==> src/design/schc_pkg.sv <==
// Package for the self-calibrating hysteresis comparator.
// Holds field widths, limits, register and mode codes and the shared structs.
// Used by schc_step and by self_calibrating_hysteresis_comparator_core.
`timescale 1ns / 1ps

package schc_pkg;

   localparam int SAMPLE_W = 10;
   localparam int CSR_IDX_W = 2;
   localparam int CSR_DATA_W = 10;
   localparam int REQ_DATA_W = 16;
   localparam int RSP_DATA_W = 8;

   localparam logic [SAMPLE_W-1:0] SAMPLE_MAX = 10'd1023;
   localparam logic [SAMPLE_W-1:0] MIN_GAP = 10'd5;
   localparam logic [SAMPLE_W-1:0] HALF_BAND_RESET = 10'd40;

   // Register indexes on the configuration port.
   localparam logic [CSR_IDX_W-1:0] CSR_CALIBRATE_ENABLE = 2'd0;
   localparam logic [CSR_IDX_W-1:0] CSR_DEADBAND_MODE = 2'd1;
   localparam logic [CSR_IDX_W-1:0] CSR_HALF_BAND_FIXED = 2'd2;

   // Dead band modes. The unused code falls back to the minimum mode.
   localparam logic [1:0] DB_FIXED = 2'd0;
   localparam logic [1:0] DB_QUARTER = 2'd1;
   localparam logic [1:0] DB_MIN = 2'd2;

   typedef struct packed {
      logic                calibrate_enable;
      logic [1:0]          deadband_mode;
      logic [SAMPLE_W-1:0] half_band_fixed;
   } cfg_type;

   typedef struct packed {
      logic [SAMPLE_W-1:0] range_low;
      logic [SAMPLE_W-1:0] range_high;
      logic [SAMPLE_W-1:0] thresh_low;
      logic [SAMPLE_W-1:0] thresh_high;
      logic                level;
   } cal_state_type;

endpackage

==> src/design/schc_step.sv <==
// Next-state logic of the comparator for one sample: range tracking,
// threshold recalculation and the hysteresis decision.
// Depends on schc_pkg.
`timescale 1ns / 1ps

module schc_step (
   input  schc_pkg::cfg_type                 cfg,
   input  logic [schc_pkg::SAMPLE_W-1:0]     sample,
   input  schc_pkg::cal_state_type           state_cur,
   output schc_pkg::cal_state_type           state_nxt
);
   import schc_pkg::*;

   logic                lt_low;
   logic                gt_high;
   logic                changed;
   logic [SAMPLE_W-1:0] low_new;
   logic [SAMPLE_W-1:0] high_new;
   logic [SAMPLE_W-1:0] extent;
   logic [SAMPLE_W-1:0] quarter;
   logic [SAMPLE_W-1:0] half;
   logic [SAMPLE_W:0]   sum;
   logic [SAMPLE_W-1:0] mid;
   logic [SAMPLE_W:0]   up;
   logic [SAMPLE_W-1:0] tl_new;
   logic [SAMPLE_W-1:0] th_new;
   logic [SAMPLE_W-1:0] tl;
   logic [SAMPLE_W-1:0] th;
   logic                gap_ok;

   always_comb begin
      lt_low = sample < state_cur.range_low;
      gt_high = sample > state_cur.range_high;
      changed = cfg.calibrate_enable && (lt_low || gt_high);
      low_new = (cfg.calibrate_enable && lt_low) ? sample : state_cur.range_low;
      high_new = (cfg.calibrate_enable && gt_high) ? sample : state_cur.range_high;

      extent = (high_new >= low_new) ? (high_new - low_new) : '0;
      quarter = extent >> 2;
      unique case (cfg.deadband_mode)
         DB_FIXED:   half = cfg.half_band_fixed;
         DB_QUARTER: half = quarter;
         default:    half = (quarter < cfg.half_band_fixed) ? quarter : cfg.half_band_fixed;
      endcase

      sum = {1'b0, low_new} + {1'b0, high_new};
      mid = sum[SAMPLE_W:1];
      up = {1'b0, mid} + {1'b0, half};
      // The lower threshold saturates at zero instead of wrapping.
      tl_new = (mid >= half) ? (mid - half) : '0;
      th_new = (up > {1'b0, SAMPLE_MAX}) ? SAMPLE_MAX : up[SAMPLE_W-1:0];

      tl = changed ? tl_new : state_cur.thresh_low;
      th = changed ? th_new : state_cur.thresh_high;

      // A negative or narrow gap freezes the level; this covers the reset state.
      gap_ok = (th >= tl) && ((th - tl) >= MIN_GAP);

      state_nxt.range_low = low_new;
      state_nxt.range_high = high_new;
      state_nxt.thresh_low = tl;
      state_nxt.thresh_high = th;
      if (!gap_ok) begin
         state_nxt.level = state_cur.level;
      end else if (state_cur.level) begin
         state_nxt.level = !(sample < tl);
      end else begin
         state_nxt.level = sample > th;
      end
   end

endmodule

==> src/design/self_calibrating_hysteresis_comparator_core.sv <==
// Self-calibrating hysteresis comparator: one level beat per sample beat.
// A sample accepted into the input stage passes to the output register, which drives rsp_.
// Throughput: one sample per cycle while rsp_tready is high; a stalled output holds the flow.
// The output register and the input stage let a new beat in while a result waits.
// Synchronous active-high reset restores the register defaults, an empty range
// (low 1023, high 0), thresholds 1023/0 and a high level.
`timescale 1ns / 1ps

module self_calibrating_hysteresis_comparator_core (
   input  logic                               clock,
   input  logic                               reset,
   input  logic                               req_tvalid,
   output logic                               req_tready,
   input  logic [schc_pkg::REQ_DATA_W-1:0]    req_tdata,   // [9:0] sample
   output logic                               rsp_tvalid,
   input  logic                               rsp_tready,
   output logic [schc_pkg::RSP_DATA_W-1:0]    rsp_tdata,   // [0] level
   input  logic                               csr_we,
   input  logic [schc_pkg::CSR_IDX_W-1:0]     csr_index,
   input  logic [schc_pkg::CSR_DATA_W-1:0]    csr_wdata
);
   import schc_pkg::*;

   cfg_type             cfg_ff;
   cal_state_type       state_ff;
   cal_state_type       state_in;
   logic                in_valid_ff;
   logic [SAMPLE_W-1:0] in_sample_ff;
   logic                rsp_valid_ff;
   logic                rsp_level_ff;
   logic                advance;

   // The staged sample moves into the output register when that register is free.
   assign advance = in_valid_ff && (!rsp_valid_ff || rsp_tready);
   assign req_tready = !in_valid_ff || advance;
   assign rsp_tvalid = rsp_valid_ff;
   assign rsp_tdata = {{(RSP_DATA_W-1){1'b0}}, rsp_level_ff};

   schc_step u_step (
      .cfg       (cfg_ff),
      .sample    (in_sample_ff),
      .state_cur (state_ff),
      .state_nxt (state_in)
   );

   always_ff @(posedge clock) begin
      if (reset) begin
         cfg_ff.calibrate_enable <= 1'b1;
         cfg_ff.deadband_mode <= DB_MIN;
         cfg_ff.half_band_fixed <= HALF_BAND_RESET;
      end else if (csr_we) begin
         case (csr_index)
            CSR_CALIBRATE_ENABLE: cfg_ff.calibrate_enable <= csr_wdata[0];
            CSR_DEADBAND_MODE:    cfg_ff.deadband_mode <= csr_wdata[1:0];
            CSR_HALF_BAND_FIXED:  cfg_ff.half_band_fixed <= csr_wdata[SAMPLE_W-1:0];
            default: ;
         endcase
      end
   end

   always_ff @(posedge clock) begin
      if (reset) begin
         in_valid_ff <= 1'b0;
         rsp_valid_ff <= 1'b0;
         state_ff.range_low <= SAMPLE_MAX;
         state_ff.range_high <= '0;
         state_ff.thresh_low <= SAMPLE_MAX;
         state_ff.thresh_high <= '0;
         state_ff.level <= 1'b1;
      end else begin
         if (req_tvalid && req_tready) begin
            in_valid_ff <= 1'b1;
         end else if (advance) begin
            in_valid_ff <= 1'b0;
         end
         if (advance) begin
            rsp_valid_ff <= 1'b1;
            state_ff <= state_in;
         end else if (rsp_tready) begin
            rsp_valid_ff <= 1'b0;
         end
      end
   end

   always_ff @(posedge clock) begin
      if (req_tvalid && req_tready) begin
         in_sample_ff <= req_tdata[SAMPLE_W-1:0];
      end
      if (advance) begin
         rsp_level_ff <= state_in.level;
      end
   end

endmodule

==> config.mk <==
export PLATFORM = sky130hd
export DESIGN_NAME = self_calibrating_hysteresis_comparator_core
export DESIGN_NICKNAME = d
export VERILOG_FILES = /design/src/design/schc_pkg.sv /design/src/design/schc_step.sv /design/src/design/self_calibrating_hysteresis_comparator_core.sv
export SDC_FILE = /design/constraint.sdc
export NUM_CORES = 1
export LEC_CHECK = 0
export BUFFER_PORTS_ARGS = -buffer_cell sky130_fd_sc_hd__clkbuf_2
export CAP_MARGIN = 40
export CORE_AREA = 2 2 140 142
export CTS_CLUSTER_DIAMETER = 100
export DETAILED_ROUTE_END_ITERATION = 7
export DIE_AREA = 0 0 142 144
export SLEW_MARGIN = 20
export SYNTH_ARGS = -nofsm -noshare
export SYNTH_HDL_FRONTEND = slang
export SYNTH_SLANG_ARGS = --single-unit
==> constraint.sdc <==
create_clock -name clock -period 17.75 [get_ports clock]
set_input_delay 1.775 -clock clock [delete_from_list [all_inputs] [get_ports clock]]
set_output_delay 1.775 -clock clock [all_outputs]
set_load 0.005 [all_outputs]
Yosys cells after proc, flatten, opt, wreduce, memory -nomap -nowiden
Index checks and enable logic that the tools add are counted.
{"block": "totals", "regBits": 67, "input_bits": 33, "output_inout_bits": 10, "elab_cells": 64}
{"block": "classes", "addsub": 5, "n_lt_le_gt_ge": 10, "n_eq_ne": 3, "mux": 15, "reduce_logical": 19}
{"op": "10-bit 2-to-1 mux", "count": 8}
{"op": "10-bit >= comparator", "count": 3}
{"op": "10-bit subtractor", "count": 3}
{"op": "10-bit by 10-bit adder with 11-bit output", "count": 2}
{"op": "10-bit greater-than comparator", "count": 2}
{"op": "10-bit less-than comparator", "count": 2}
{"op": "10-bit case mux with 2 select lines", "count": 1}
{"op": "11-bit by 10-bit greater-than comparator with 1-bit output, second input constant", "count": 1}
{"op": "10-bit by 3-bit >= comparator with 1-bit output, second input constant", "count": 1}
{"op": "8-bit by 10-bit less-than comparator with 1-bit output", "count": 1}
{"op": "1-bit logical AND", "count": 6}
{"op": "1-bit 2-to-1 mux", "count": 6}
{"op": "2-bit AND reduction", "count": 3}
{"op": "2-bit by 1-bit equality test with 1-bit output, second input constant", "count": 2}
{"op": "2-bit logical NOT", "count": 2}
{"op": "2-bit nonzero test", "count": 2}
{"op": "1-bit logical NOT", "count": 3}
{"op": "1-bit logical OR", "count": 3}
{"op": "2-bit equality test, second input constant", "count": 1}

Depth between registers and ports, before layout
Gate-level depths: netlist of run 1.
{"block": "logic_depth", "word_depth": 16, "depth_mapped": 53, "ltp_nobuf": 48}

Hierarchy
From an unflattened synthesis of run 1, not the netlist that was laid out.
{"block": "unflattened", "cells_unflattened": 858, "area_unflattened_um2": 6919.1}
{"mod": "schc_step", "n_inst": 1, "cells_each": 592, "area_each_um2": 4191.5}
{"mod": "self_calibrating_hysteresis_comparator_core", "n_inst": 1, "cells_each": 266, "area_each_um2": 2727.6}

Least setup slack after synthesis of run 1
OpenSTA, ideal clock, no wires.
{"block": "synth_path", "path_type": "reg-to-reg", "start": "reg in_sample_ff[7]", "end": "reg rsp_level_ff, data pin", "setup_ns": 0.269, "t_arrival_ns": 9.359, "required_time_ns": 17.481, "setup_slack_ns": 8.122, "stages_incl_launch_ff": 50, "n_path_buf": 4, "period_less_slack_ns": 9.628, "path_cell_list": "edfxtp_1 -> ha_1 -> a211oi_1 -> nor2_1 -> a2111o_1 -> and2_1 -> clkbuf_1 -> o21ai_0 -> ha_1 -> o21bai_2 -> a21oi_4 -> o21bai_2 -> a221oi_2 -> a21oi_2 -> nor2_1 -> o21ba_1 -> buf_6 -> nor2_1 -> (+14 left out) -> o21bai_1 -> a21oi_1 -> a21o_1 -> a21o_1 -> or2_2 -> nor2_1 -> a21oi_1 -> ha_1 -> and4_1 -> o21a_1 -> nor2_1 -> xnor2_1 -> a31oi_1 -> a2111oi_0 -> o311a_1 -> nand4_1 -> nor3_1 -> a211oi_2"}
{"item": "start: declaration", "line_no": "self_calibrating_hysteresis_comparator_core.sv:28", "text": "logic [SAMPLE_W-1:0] in_sample_ff;"}
{"item": "start signal: assignment", "line_no": "self_calibrating_hysteresis_comparator_core.sv:87", "text": "in_sample_ff <= req_tdata[SAMPLE_W-1:0];"}
{"item": "end signal: assignment", "line_no": "self_calibrating_hysteresis_comparator_core.sv:90", "text": "rsp_level_ff <= state_in.level;"}
{"item": "end: declaration", "line_no": "self_calibrating_hysteresis_comparator_core.sv:30", "text": "logic rsp_level_ff;"}

==> results.py, run 1 <==
metrics = {
    "run_status": {
        "status": "finished clean",
    },
    "cts": {
        "clkLatencyLatePin_ns": 0.35,
        "post_cts.repair.setup_buffers": 0,
        "numClockSinks": 67,
        "clk_pin_slew_worst_paths_ns": 0.06,
        "cts_tree": "yes",
        "cts.path.max_buffers": 2,
        "holdBufCountCts": 0,
        "cts_max_level": 3,
        "cts_buffers": 9,
        "cts-root-buf": "clkbuf_16",
        "cts.repair.resized": 0,
    },
    "logic_synthesis": {
        "yosysTopAreaCell": "ha_1",
        "netlist.area_leader.share_pct": 18.38,
        "ys_warn_count": 0,
        "ys_async_sr_fraction_pct": 0,
        "synth_edf_count": 11,
        "mappedNetlistArea_um2": 6534,
        "synth_cell_type_count": 73,
        "syn_inst": 822,
        "syn_area_per_cell_um2": 7.949,
        "synth_seq_area_share_pct": 22.21,
        "synthTopCellsByArea": "ha_1 18%, dfxtp_1 17%, a21oi_1 5.5%, edfxtp_1 5.1%, nor2_1 5.1%",
        "postSynth.topFlopCell": "dfxtp_1",
        "synth-seq-cells": 67,
    },
    "global_routing": {
        "grt_pass1_wl_um": 26470,
        "grt_max_degree": 65,
        "grt_usage_pct": 16.58,
        "antenna_found_initial": 0,
        "gr-total-overflow": 0,
        "grt_pass1_vias": 5197,
    },
    "drt": {
        "drt_wl_total_um": 16640,
        "drt_iter0_drc": 363,
        "drtPass1Iterations": 5,
        "ant_nets": 0,
        "vias_per_cell": 5.302,
        "drc": 0,
        "wire_per_inst_um": 15.45,
        "vias": 5710,
    },
    "timing": {
        "setup_viol": 0,
        "max_freq_mhz": 86.39,
        "clock_skew_ns": 0.007322,
        "tns_ns": 0,
        "slew_headroom_pct": 46.74,
        "fin_crit_sh_pct": 65.21,
        "period_needed_ns": 11.57,
        "slew_viol_final": 0,
        "worst_slew_pin_slew_ns": 0.7987,
        "hold_viol_final": 0,
        "rsz0062_at_grt": "false",
    },
    "job": {
        "maxCapViolations": 0,
    },
    "critical_path": {
        "critPathCapture": "rsp_level_ff",
        "crit_type": "flip-flop to flip-flop",
        "reg2reg_depth": 45,
        "worst-path-buf-inv": 0,
        "end_kind": "flip-flop",
        "critPathTopFamily": "compound AO/OA/AOI/OAI gates",
        "critical_path.startpoint": "in_sample_ff[9]",
        "slowest_delay_ns": 0.64,
        "r2r_slack_ns": 6.18,
        "worst_ep_required_time_ns": 17.85,
        "cp.depth": 45,
        "startpoint_type": "flip-flop",
        "timing.rr.start": "in_sample_ff[9]",
        "arrival_ns": 11.67,
        "cp_slowest_cell": "a221o_1",
        "crit_fanout": 20,
        "timing.rr.end": "rsp_level_ff",
    },
    "floorplanning": {
        "die_x_um": 142,
        "rows": 51,
        "coreArea_um2": 19080,
        "die_h_um": 144,
        "initial_core_util_pct": 34.24,
        "io_pins": 43,
        "dieArea_um2": 20450,
    },
    "place": {
        "gp_congestion": 0.8603,
        "hpwl_um": 12880,
        "io_buffer_count": 29,
    },
    "worst_hold_path": {
        "min_path_type": "flip-flop to flip-flop",
    },
    "finish": {
        "syn2layout_area_growth_pct": 9.249,
        "diodes": 0,
        "drive_above_1_share_pct": 9.416,
        "nNetsFinal": 966,
    },
}
registers in the layout (all words and copies together), names as in the netlist:
name	count
state_ff	41
cfg_ff	13
in_sample_ff	10
in_valid_ff	1
rsp_level_ff	1
rsp_tvalid	1
cell usage in the layout, fill, tap and decap left out, types with 3 or more instances in the layout:
cell and count:
buf_4 4, nor2b_1 6, edfxtp_1 11, xnor2_1 26, mux2_4 3, nor2_1 88
o21bai_1 14, inv_1 79, o211ai_1 21, mux2_2 6, mux2i_1 23, ha_1 96
xor2_1 4, o21ai_0 37, maj3_1 3, nand3_1 9, a21o_1 13, dfxtp_1 56
and4_1 3, clkbuf_16 9, o21a_1 10, a211oi_1 16, nand2_1 73, nand4_1 14
clkbuf_2 29, conb_1 7, nor4_1 4, fa_1 3, o22a_1 4, and2_1 7
a21oi_1 72, nand2b_1 11, a31oi_1 5, nor3_1 16
layer usage:
metal / global-route usage (%) / vias to the layer above / part of all wire [%]
li1: - / 2923 / -
met1: 22.24 / 2643 / 49
met2: 27.26 / 119 / 46
met3: 2.781 / 25 / 3.5
met4: 5.263 / 0 / 1.8
met5: 0 / - / 0
Yosys cell counts (4+ instances only):
cell / count
ha_1: 96
nor2_1: 88
inv_1: 79
nand2_1: 73
a21oi_1: 72
dfxtp_1: 56
o21ai_0: 37
xnor2_1: 26
clkbuf_1: 24
mux2i_1: 23
o211ai_1: 21
a211oi_1: 16
nor3_1: 16
nand4_1: 14
o21bai_1: 14
a21o_1: 13
nand2b_1: 12
edfxtp_1: 11
o21a_1: 10
buf_4: 9
nand3_1: 9
and2_1: 7
mux2_2: 6
nor2b_1: 6
a31oi_1: 5
nor4_1: 4
o22a_1: 4
xor2_1: 4
through the flow:
| step | utilization [%] | hold slack (ns) | cells | setup WS, ns | cell area (um2) |
|---|---|---|---|---|---|
| after floorplan | - | 0.4366 | 828 | 8.122 | 6556 |
| after global placement | 35.74 | 0.4420 | 1060 | 6.297 | 6819 |
| final | 37.41 | 0.4559 | 1077 | 6.175 | 7138 |
| after CTS | 37.41 | 0.4578 | 1077 | 6.249 | 7138 |
| after global routing | 37.41 | 0.4730 | 1077 | 5.209 | 7138 |
| after detailed placement | 35.80 | 0.4490 | 1061 | 6.294 | 6830 |
layout make-up:
cell class | count | area, um2
clock buffer | 9 | 225.2
clock inverter | 7 | 82.58
fill | 1928 | 11940
inverter | 79 | 296.5
multi-input combinational | 643 | 4598
sequential | 67 | 1451
tap | 238 | 297.8
timing repair buffer | 34 | 186.4
how the worst min path moves through the flow:
stage	start	end	slack, ns	cells after the start
after floorplan	state_ff[6]	state_ff[6]	0.44	2
after global placement	state_ff[6]	state_ff[6]	0.44	2
after detailed placement	state_ff[1]	state_ff[1]	0.45	2
after CTS	state_ff[1]	state_ff[1]	0.46	2
after global routing	state_ff[7]	state_ff[7]	0.47	2
final	state_ff[1]	state_ff[1]	0.46	2
logic make-up after synthesis:
kind of cell    count (synthesis)  share of synthesized area [%]
fa+ha+maj                     103                          19.93
flops                          67                          22.21
compound gates                228                          23.67
mux                            32                          5.247
xor+xnor                       30                          4.021
other cells                     1                        0.05739
simple gates                  243                          17.06
buf+inv                       118                          7.794
tightest hold or removal path, cell delays in order, from the launching register on:
cell,delay [ns]
dfxtp_1,0.31
nand2_1,0.05
a21oi_1,0.05
Power of run 1 is left out: the tool's default activity adds up to more than one toggle a clock period on the data nets, which glitch-free logic cannot reach.
==> inputs of run 2 (changes only) <==
==> constraint.sdc (replaced) <==
create_clock -name clock -period 9.6 [get_ports clock]
set_input_delay 0.96 -clock clock [delete_from_list [all_inputs] [get_ports clock]]
set_output_delay 0.96 -clock clock [all_outputs]
set_load 0.005 [all_outputs]
==> run 2 against run 1 <==
  * Critical path depth rose by 6
  * Worst hold slack improved by 0.00072 ns
  * Maximum frequency rose by 25%
  * Core utilization rose by 10 points
==> results.py, run 2 (synthesis gave the netlist of run 1 again) <==
metrics = {
    "finish": {
        "nNetsFinal": 1133,
        "diodes": 0,
        "fillers": 1782,
        "largest_reg_flops": 41,
        "layout_common_cells": "156 x buf_4, 79 x nor2_1, 75 x inv_1, 73 x nand2_1, 70 x ha_1",
        "final_cells": 1244,
        "seq_area_um2": 1451,
        "regMostFlops": "state_ff",
        "syn2layout_area_growth_pct": 39.51,
        "top_regs": "state_ff x41, cfg_ff x13, in_sample_ff x10",
        "multi_input_area_um2": 5265,
        "drive_above_1_share_pct": 33.60,
        "layout_commonest_cell": "buf_4",
    },
    "cts": {
        "numClockSinks": 67,
        "cts_tree": "yes",
        "clkLatencyLatePin_ns": 0.35,
        "cts.path.max_buffers": 2,
        "holdBufCountCts": 0,
        "cts-root-buf": "clkbuf_16",
        "cts_max_level": 3,
        "clk_pin_slew_worst_paths_ns": 0.07,
        "cts_buffers": 9,
    },
    "critical_path": {
        "crit_fanout": 7,
        "timing.rr.start": "in_sample_ff[8]",
        "reg2reg_depth": 51,
        "r2r_slack_ns": 0.32,
        "slowest_delay_ns": 0.44,
        "crit_type": "flip-flop to flip-flop",
        "critPathCapture": "rsp_level_ff",
        "timing.rr.end": "rsp_level_ff",
        "startpoint_type": "flip-flop",
        "arrival_ns": 9.47,
        "end_kind": "flip-flop",
        "critical_path.startpoint": "in_sample_ff[8]",
        "cp_slowest_cell": "edfxtp_1",
        "worst_ep_required_time_ns": 9.78,
    },
    "timing": {
        "period_needed_ns": 9.285,
        "max_freq_mhz": 107.7,
        "clock_skew_ns": 0.006856,
        "slew_viol_final": 0,
        "slew_headroom_pct": 49.77,
        "fin_crit_sh_pct": 96.71,
        "hold_viol_final": 0,
        "worst_slew_pin_slew_ns": 0.7534,
        "setup_viol": 0,
        "tns_ns": 0,
    },
    "drt": {
        "drc": 0,
        "drt_iter0_drc": 358,
        "wire_per_inst_um": 15.66,
        "drt_wl_total_um": 19480,
        "vias": 6406,
        "vias_per_cell": 5.150,
        "drtPass1Iterations": 4,
        "ant_nets": 0,
    },
    "place": {
        "place_inst": 1196,
        "io_buffer_count": 29,
        "hpwl_um": 14310,
        "gp_congestion": 0.8583,
    },
    "global_routing": {
        "grt_max_degree": 66,
        "grt_pass1_vias": 5823,
        "grt_usage_pct": 18.12,
        "antenna_found_initial": 0,
        "gr-total-overflow": 0,
        "grt_pass1_wl_um": 29110,
    },
    "floorplanning": {
        "die_h_um": 144,
        "dieArea_um2": 20450,
        "io_pins": 43,
        "rows": 51,
        "initial_core_util_pct": 34.24,
        "die_x_um": 142,
        "coreArea_um2": 19080,
    },
    "job": {
        "maxCapViolations": 0,
    },
    "worst_hold_path": {
        "min_path_type": "flip-flop to flip-flop",
        "holdCritStartpoint": "state_ff[9]",
    },
    "run_status": {
        "status": "finished clean",
    },
}
run 2: final cells by class:
| type | instances | area share [%] |
|---|---|---|
| multi-input cells | 643 | 57.76 |
| repair buffers | 201 | 16.51 |
| flip-flops and latches | 67 | 15.92 |
| well taps | 238 | 3.267 |
| inverters | 79 | 3.253 |
| clock buffers | 9 | 2.471 |
| clock inverters | 7 | 0.8099 |
run 2: timing repair:
| item | CTS | global route |
|---|---|---|
| setup buffers | 6 | 25 |
| gates cloned | 0 | 1 |
| gates resized for setup | 20 | 122 |
| pin swaps | 9 | 53 |
| setup endpoints to repair | 2 | 2 |
run 2: metal layers:
layer  vias up  GRT usage, %  wire [um]
met4         0         4.474        403
met1      2995         23.29       8730
li1       3260             -          -
met3        32         3.709        818
met2       119         31.15       9527
met5         -             0          0
run 2: through the flow:
step	instance area, um2	setup slack (ns)	util (%)	hold WS [ns]
6_report	9115	0.3154	47.77	0.4566
5_1_grt	9115	-0.2051	47.77	0.4735
4_1_cts	8262	0.005251	43.30	0.4589
3_5_place_dp	7853	-0.2790	41.16	0.4500
3_3_place_gp	7853	-0.1988	41.16	0.4433
2_1_floorplan	6556	0.08906	-	0.4366
run 2: worst min-delay path by stage:
stage,end,depth (start not counted)
2_1_floorplan,state_ff[6],2
3_3_place_gp,state_ff[1],2
3_5_place_dp,state_ff[4],2
4_1_cts,state_ff[4],2
5_1_grt,state_ff[1],2
6_report,state_ff[9],2
run 2: critical path: cells and delay by family (launching register included):
kind	cells	cell delay, ns
buffers and inverters	9	1.08
adder cells (fa/ha/maj)	6	1.45
AND/OR/NAND/NOR	12	1.48
flip-flops	1	0.44
AO/OA/AOI/OAI	22	4.12
XOR/XNOR	1	0.18
multiplexers	1	0.35
Power of run 2 is left out for the same reason.
